### config.mk
export PLATFORM = sky130hd
export DESIGN_NAME = spt_stage_ctrl
export DESIGN_NICKNAME = d
export VERILOG_FILES = /design/src/rtl/core/spt_pkg.sv /design/src/rtl/core/spt_stage_ctrl.sv
export SDC_FILE = /design/constraint.sdc
export NUM_CORES = 1
export LEC_CHECK = 0
export BUFFER_PORTS_ARGS = -buffer_cell sky130_fd_sc_hd__clkbuf_2
export CAP_MARGIN = 20
export CORE_AREA = 2 2 39 41
export DETAILED_ROUTE_END_ITERATION = 10
export DIE_AREA = 0 0 41 43
export PLACE_DENSITY = 0.54
export SYNTH_ARGS = -nofsm -noshare
export SYNTH_HDL_FRONTEND = slang
export SYNTH_SLANG_ARGS = --single-unit
### constraint.sdc
create_clock -name clk -period 2.85 [get_ports clk]
set_clock_uncertainty 0.2 [all_clocks]
set_input_delay 0.4275 -clock clk [delete_from_list [all_inputs] [get_ports clk]]
set_output_delay 0.4275 -clock clk [all_outputs]
set_load 0.01 [all_outputs]
### src/rtl/core/spt_pkg.sv
// Shared types and constants of the similarity point transform.
package spt_pkg;

  // Fixed formats
  localparam int QUAT_FRAC_BITS = 30;
  localparam int COORD_W        = 32;
  localparam int ENTRY_W        = 36;                // rotation entry, signed Q30
  localparam int QPROD_W        = 2 * COORD_W;       // quaternion component product
  localparam int QSUM_W         = QPROD_W + 2;       // matrix entry before rounding, Q60
  localparam int PROD_W         = ENTRY_W + COORD_W; // entry times coordinate
  localparam int SUM_W          = PROD_W + 2;        // row sum of three products
  localparam int SPLIT_W        = 35;                // low part of the row sum for scaling
  localparam int HI_W           = SUM_W - SPLIT_W;
  localparam int LO_PROD_W      = SPLIT_W + COORD_W;
  localparam int HI_PROD_W      = HI_W + COORD_W + 1;
  localparam int ACC_W          = 104;               // scaled sum plus translation

  // Datapath stages from input capture to output register
  localparam int NUM_STAGES = 7;

  // Register map
  localparam int NUM_REGS = 8;
  localparam int ADDR_W   = 5;
  localparam int IDX_W    = 3;
  localparam logic [IDX_W-1:0] REG_SCALE     = 3'd0;
  localparam logic [IDX_W-1:0] REG_QUAT_REAL = 3'd1;
  localparam logic [IDX_W-1:0] REG_QUAT_X    = 3'd2;
  localparam logic [IDX_W-1:0] REG_QUAT_Y    = 3'd3;
  localparam logic [IDX_W-1:0] REG_QUAT_Z    = 3'd4;
  localparam logic [IDX_W-1:0] REG_SHIFT_X   = 3'd5;
  localparam logic [IDX_W-1:0] REG_SHIFT_Y   = 3'd6;
  localparam logic [IDX_W-1:0] REG_SHIFT_Z   = 3'd7;

  typedef logic signed [COORD_W-1:0] coord_t;
  typedef logic        [COORD_W-1:0] ucoord_t;
  typedef logic signed [ENTRY_W-1:0] entry_t;
  typedef logic signed [SUM_W-1:0]   sum_t;

  typedef entry_t mat_t [3][3];
  typedef coord_t vec_t [3];
  typedef sum_t   sum_vec_t [3];

  // Load enables of the datapath stages, stage 0 first
  typedef struct packed {
    logic [NUM_STAGES-1:0] load;
  } stage_ctl_t;

endpackage

### src/rtl/core/spt_stage_ctrl.sv
// Valid bits and per-stage load enables of the transform pipeline.
module spt_stage_ctrl (
  input  logic                clk,
  input  logic                rst,
  input  logic                in_valid,
  output logic                in_ready,
  output logic                out_valid,
  input  logic                out_ready,
  output spt_pkg::stage_ctl_t ctl
);
  import spt_pkg::*;

  logic [NUM_STAGES-1:0] valid;
  logic [NUM_STAGES-1:0] room;
  logic [NUM_STAGES-1:0] valid_next;

  // A stage may load when it is empty or the stage after it loads too
  always_comb begin
    room[NUM_STAGES-1] = ~valid[NUM_STAGES-1] | out_ready;
    for (int k = NUM_STAGES - 2; k >= 0; k--) begin
      room[k] = ~valid[k] | room[k+1];
    end
  end

  assign valid_next = {valid[NUM_STAGES-2:0], in_valid};

  always_ff @(posedge clk) begin
    if (rst) begin
      valid <= '0;
    end else begin
      for (int k = 0; k < NUM_STAGES; k++) begin
        if (room[k]) begin
          valid[k] <= valid_next[k];
        end
      end
    end
  end

  assign ctl.load  = room;
  assign in_ready  = room[0];
  assign out_valid = valid[NUM_STAGES-1];

endmodule

==> out/metrics.csv, run 1 <==
stage,metric,value,unit
outcome,status,"finished, final reports clean",
timing,worst-margin pin slew,0.327,ns
timing,PnR worst setup slack,0.898,ns
timing,unrepaired setup endpoints after global routing,false,
global_routing,grt ovf,0,
clock_tree,CTS Buffer Depth,2,
timing,Final period util,0.685,
floorplan,site row count,14,
global_routing,overall global routing resource usage,0.0695,
timing,Setup-failing EPs final,0,
setup_path,CP max stage delay,0.41,ns
timing,worst hold slack,0.201,ns
yosys,synth warn,0,
hold_path,Hold/Removal Path Class,in2reg,
floorplan,effective utilization at floorplan,0.214,
floorplan,Die X,41,um
routing,vias post-DR,250,
routing,Iter 0 DRT Violations,2,
floorplan,Core Region,1380,sq um
global_routing,initial antenna violation count,0,
finish,Final Core Density,0.278,
finish,Syn-to-layout area delta,29.5,%
global_routing,vias in the first global route,218,
global_routing,largest net degree at the start of global routing,8,
placed_design,Buffers on Ports,12,
setup_path,crit-path max FO,7,
finish,Largest Register,valid,
floorplan,die height,43,um
finish,max reg flops,7,
setup_path,R2R Setup Slk,1.49,ns
clock_tree,CTS tree,done,
routing,final wirelength,543,um
yosys,Avg Synthesized Cell Area,8.99,sq um
finish,fin area,384,sq um
yosys,Syn Std Cell Area,297,sq um
setup_path,Worst path slowest cell,and4b_1,
finish,Filler cells,156,
setup_path,Crit path required time,2.22,ns
clock_tree,CTS sink count,7,
placed_design,placed instance area,358,sq um
finish,# diodes,0,
clock_tree,CTS resizes,0,
clock_tree,postcts setup bufs,0,
timing,final slew viol count,0,
global_routing,first-pass GRT wire length,793,um
routing,routed length per instance,8.62,um
timing,Post-Route Setup TNS,0,ns
yosys,Netlist cell types,13,
yosys,Synthesized Nets,37,
floorplan,I/O pin count,13,
placed_design,Place WS,0.929,ns
clock_tree,H-Tree Depth,1,
yosys,Seq cells post-synth,7,
power_and_ir_drop,PwrDens,517,nW/um^2
job,Max-Cap Viols,0,
timing,Final Critical Period,1.95,ns
finish,"commonest cells after routing, fill and taps aside","clkbuf_2 (12), dfxtp_1 (7), nor2_1 (6), inv_1 (5), a21oi_1 (4)",
routing,vias per cell,3.97,
finish,"commonest non-fill, non-tap cell in the layout",clkbuf_2,
power_and_ir_drop,Final Power,199,uW
clock_tree,clk slew on worst S/H paths,0.05,ns
yosys,sequential element share of the synthesized area,0.473,
clock_tree,clock root buffer,clkbuf_4,
timing,Max Fclk,512,MHz
timing,Max-slew headroom,0.782,
setup_path,Setup crit end kind,primary output,
setup_path,worst-path cell chain,"and4b_1, nand2_1, clkbuf_2",
finish,largest registers,valid (7),
setup_path,Critical Path AT,1.32,ns
clock_tree,cts bufs inserted,3,
placed_design,gpl congestion,0.606,
power_and_ir_drop,Lkg Pwr,0.170,nW
setup_path,WS Path Type,reg2out,
finish,Post-Layout Cell Count,63,
yosys,cells after synthesis,33,
clock_tree,Hold Buf Count CTS,0,
power_and_ir_drop,maximum VDD drop,0.198,mV
finish,share of cells above drive strength 1,0.383,
floorplan,Die Footprint,1760,sq um
placed_design,placed cell count,59,
routing,DRT antenna net count,0,
clock_tree,Clock Latency Late Sink,0.25,ns
timing,final count of hold timing violations,0,
routing,DR DRC count,0,
routing,drt first pass iters,2,
setup_path,CP startpoint kind,flop,
finish,Nets,52,
placed_design,post-detail-place hpwl,408,um
==> cells by family after synthesis <==
logic type,synth area share
buffers and inverters,0.127
flip-flops,0.473
AND/OR/NAND/NOR,0.304
AO/OA/AOI/OAI,0.0971
==> report_power, final <==
part           total (mW)  switching (mW)  internal, mW
registers           0.102         0.00218         0.100
clock network      0.0900          0.0366        0.0534
logic             0.00635         0.00339       0.00296
==> routing by layer <==
metal,track usage,wire (um)
met2,0.0906,227
met3,0.0314,55
met5,0,0
met4,0.0600,0
met1,0.0812,260
==> worst paths after layout <==
path / startpoint / cells past startpoint / endpoint
max: valid[5]$_SDFFE_PP0P_ / 3 / ctl[0]
min reg2reg: valid[0]$_SDFFE_PP0P_ / 2 / valid[1]$_SDFFE_PP0P_
max reg2reg: valid[5]$_SDFFE_PP0P_ / 3 / valid[0]$_SDFFE_PP0P_
min: in_valid / 3 / valid[0]$_SDFFE_PP0P_
==> synth_stat cells <==
master   number  share of area
a21oi_1       4          0.068
a21oi_2       1          0.030
and4_1        1          0.030
and4b_1       1          0.034
buf_4         1          0.025
buf_6         1          0.038
dfxtp_1       7           0.47
inv_1         5          0.063
nand2_1       3          0.038
nand3_2       1          0.034
nand4_4       1          0.072
nor2_1        6          0.076
nor2b_1       1          0.021
==> critical path, delay by kind of cell (launching register included) <==
| family | cells | cell delay, ns |
|---|---|---|
| buf+inv | 1 | 0.16 |
| flops | 1 | 0.36 |
| simple gates | 2 | 0.56 |
==> area by class of cell <==
class	instances	area, sq um	area share
flip-flops and latches	7	140	0.365
multi-input cells	19	119	0.309
repair buffers	12	60.1	0.156
clock buffers	4	26.3	0.0684
well taps	16	20.0	0.0521
inverters	5	18.8	0.0489
No activity file was read; power rests on OpenSTA's default activity.
==> run 2: changes to the inputs <==
- PLACE_DENSITY: 0.54 -> 0.55
- clock period: 2.85 -> 1.7 ns (I/O delays scaled with it)
==> run 2 against run 1 <==
  * Via count up 4.0%
  * Combinational power increased by 67%
  * Core utilization is 0.72 points higher
  * Critical path type unchanged
  * Worst setup slack worse by 0.84 ns
==> out/metrics.csv, run 2 (synthesis results as in run 1) <==
stage,metric,value,unit,change
finish,Syn-to-layout area delta,32.9,%,
power_and_ir_drop,PwrDens,841,nW/um^2,+62%
floorplan,die height,43,um,unchanged
timing,unrepaired setup endpoints after global routing,false,,
clock_tree,postcts setup bufs,0,,unchanged
routing,DR DRC count,0,,unchanged
finish,fin area,394,sq um,+2.6%
finish,# diodes,0,,unchanged
routing,Iter 0 DRT Violations,2,,unchanged
timing,final slew viol count,0,,unchanged
clock_tree,clk slew on worst S/H paths,0.05,ns,about the same
clock_tree,cts bufs inserted,3,,unchanged
clock_tree,clock root buffer,clkbuf_4,,
finish,largest registers,valid (7),,
setup_path,Setup crit end kind,primary output,,
floorplan,Die Footprint,1760,sq um,unchanged
setup_path,WS Path Type,reg2out,,
timing,PnR worst setup slack,0.0618,ns,-0.836 ns
placed_design,Place WS,0.130,ns,-0.799 ns
clock_tree,Hold Buf Count CTS,0,,unchanged
hold_path,min-delay src,in_valid,,
clock_tree,CTS Buffer Depth,2,,unchanged
routing,vias post-DR,260,,+4.0%
timing,Max Fclk,610,MHz,
power_and_ir_drop,Lkg Pwr,0.170,nW,about the same
routing,vias per cell,4.13,,+4.0%
placed_design,placed instance area,358,sq um,unchanged
hold_path,WHS Path Cells,3,,unchanged
routing,routed length per instance,8.89,um,+3.1%
global_routing,vias in the first global route,232,,+6.4%
routing,drt first pass iters,4,,+2
floorplan,Die X,41,um,unchanged
timing,worst hold slack,0.0175,ns,-0.184 ns
setup_path,Crit path required time,1.24,ns,-0.98 ns
timing,Final Critical Period,1.64,ns,
global_routing,overall global routing resource usage,0.0796,,+0.0102
setup_path,crit-path max FO,7,,unchanged
floorplan,Core Region,1380,sq um,unchanged
routing,DRT antenna net count,0,,unchanged
hold_path,Hold/Removal Path Class,in2reg,,
placed_design,placed cell count,59,,unchanged
timing,Max-slew headroom,0.838,,+0.0565
global_routing,first-pass GRT wire length,897,um,+13%
finish,"commonest non-fill, non-tap cell in the layout",clkbuf_2,,
clock_tree,CTS sink count,7,,unchanged
hold_path,Hold Path End,valid[0]$_SDFFE_PP0P_,,
placed_design,Buffers on Ports,12,,unchanged
finish,Nets,52,,unchanged
finish,"commonest cells after routing, fill and taps aside","clkbuf_2 (12), nor2_1 (6), inv_1 (5), a21oi_1 (4), dfxtp_1 (4)",,
setup_path,Reg2Reg Capture Point,valid[1]$_SDFFE_PP0P_,,
global_routing,initial antenna violation count,0,,unchanged
clock_tree,CTS tree,done,,
outcome,status,"finished, final reports clean",,
floorplan,effective utilization at floorplan,0.214,,unchanged
timing,worst-margin pin slew,0.242,ns,-0.0850 ns
setup_path,reg-to-reg critical path startpoint,valid[5]$_SDFFE_PP0P_,,
setup_path,R2R Setup Slk,0.52,ns,-0.97 ns
placed_design,post-detail-place hpwl,425,um,+4.2%
global_routing,grt ovf,0,,unchanged
timing,Post-Route Setup TNS,0,ns,unchanged
floorplan,site row count,14,,unchanged
clock_tree,H-Tree Depth,1,,unchanged
routing,final wirelength,560,um,+3.1%
finish,Post-Layout Cell Count,63,,unchanged
setup_path,CP startpoint kind,flop,,
timing,Final period util,0.964,,
setup_path,R2R depth,3,,unchanged
power_and_ir_drop,Final Power,331,uW,+67%
placed_design,gpl congestion,0.632,,+4.4%
clock_tree,Clock Latency Late Sink,0.25,ns,about the same
finish,Largest Register,valid,,
global_routing,largest net degree at the start of global routing,8,,unchanged
finish,share of cells above drive strength 1,0.489,,+0.106
finish,max reg flops,7,,unchanged
setup_path,Critical Path AT,1.18,ns,-0.14 ns
timing,Setup-failing EPs final,0,,unchanged
power_and_ir_drop,maximum VDD drop,0.350,mV,+77%
floorplan,I/O pin count,13,,unchanged
timing,final count of hold timing violations,0,,unchanged
job,Max-Cap Viols,0,,unchanged
finish,Final Core Density,0.285,,+0.00723
## run 2: changes by cell type in the layout (fill, tap and decap cells not counted)
cell	change
and4b_1	-1
and4b_4	+1
nand2_1	-1
dfxtp_2	+3
dfxtp_1	-3
nand2_2	+1
## run 2: area by class of cell
class / count / area (sq um)
Inverter: 5 / 18.8
Tap cell: 16 / 20.0
Multi-Input combinational cell: 19 / 125
Fill cell: 161 / 990
Sequential cell: 7 / 144
Timing Repair Buffer: 12 / 60.1
Clock buffer: 4 / 26.3
## run 2: how the worst max path moves through the flow
stage	startpoint	end	slack [ns]	cells past startpoint
after floorplan	valid[6]$_SDFFE_PP0P_	ctl[0]	0.27	4
after global placement	out_ready	ctl[0]	0.13	4
after detailed placement	out_ready	ctl[0]	0.13	4
after CTS	valid[5]$_SDFFE_PP0P_	ctl[1]	0.01	3
after global routing	valid[5]$_SDFFE_PP0P_	ctl[1]	0.006	3
final	valid[5]$_SDFFE_PP0P_	ctl[1]	0.06	3
## run 2: worst max-delay path, stage by stage, from the launching register on
cell and delay (ns):
dfxtp_2 0.34, and4b_4 0.32, nand4_4 0.12, clkbuf_2 0.14
## run 2: routing by layer
metal,global-route usage,vias to the layer above,wire [um]
met5,0,-,0
met4,0.0400,0,14
met3,0.0628,2,59
met2,0.109,12,244
met1,0.0847,112,241
li1,-,134,-
## run 2: repair_timing
action                                  CTS  global route
endpoints found under the setup margin    5             4
resized for setup                         3             3
pin swaps                                 1             1
## run 2: power by group
group / switching (mW) / total [mW] / internal [mW]
clock: 0.0592 / 0.149 / 0.0894
sequential: 0.00368 / 0.172 / 0.168
combinational: 0.00550 / 0.0106 / 0.00508
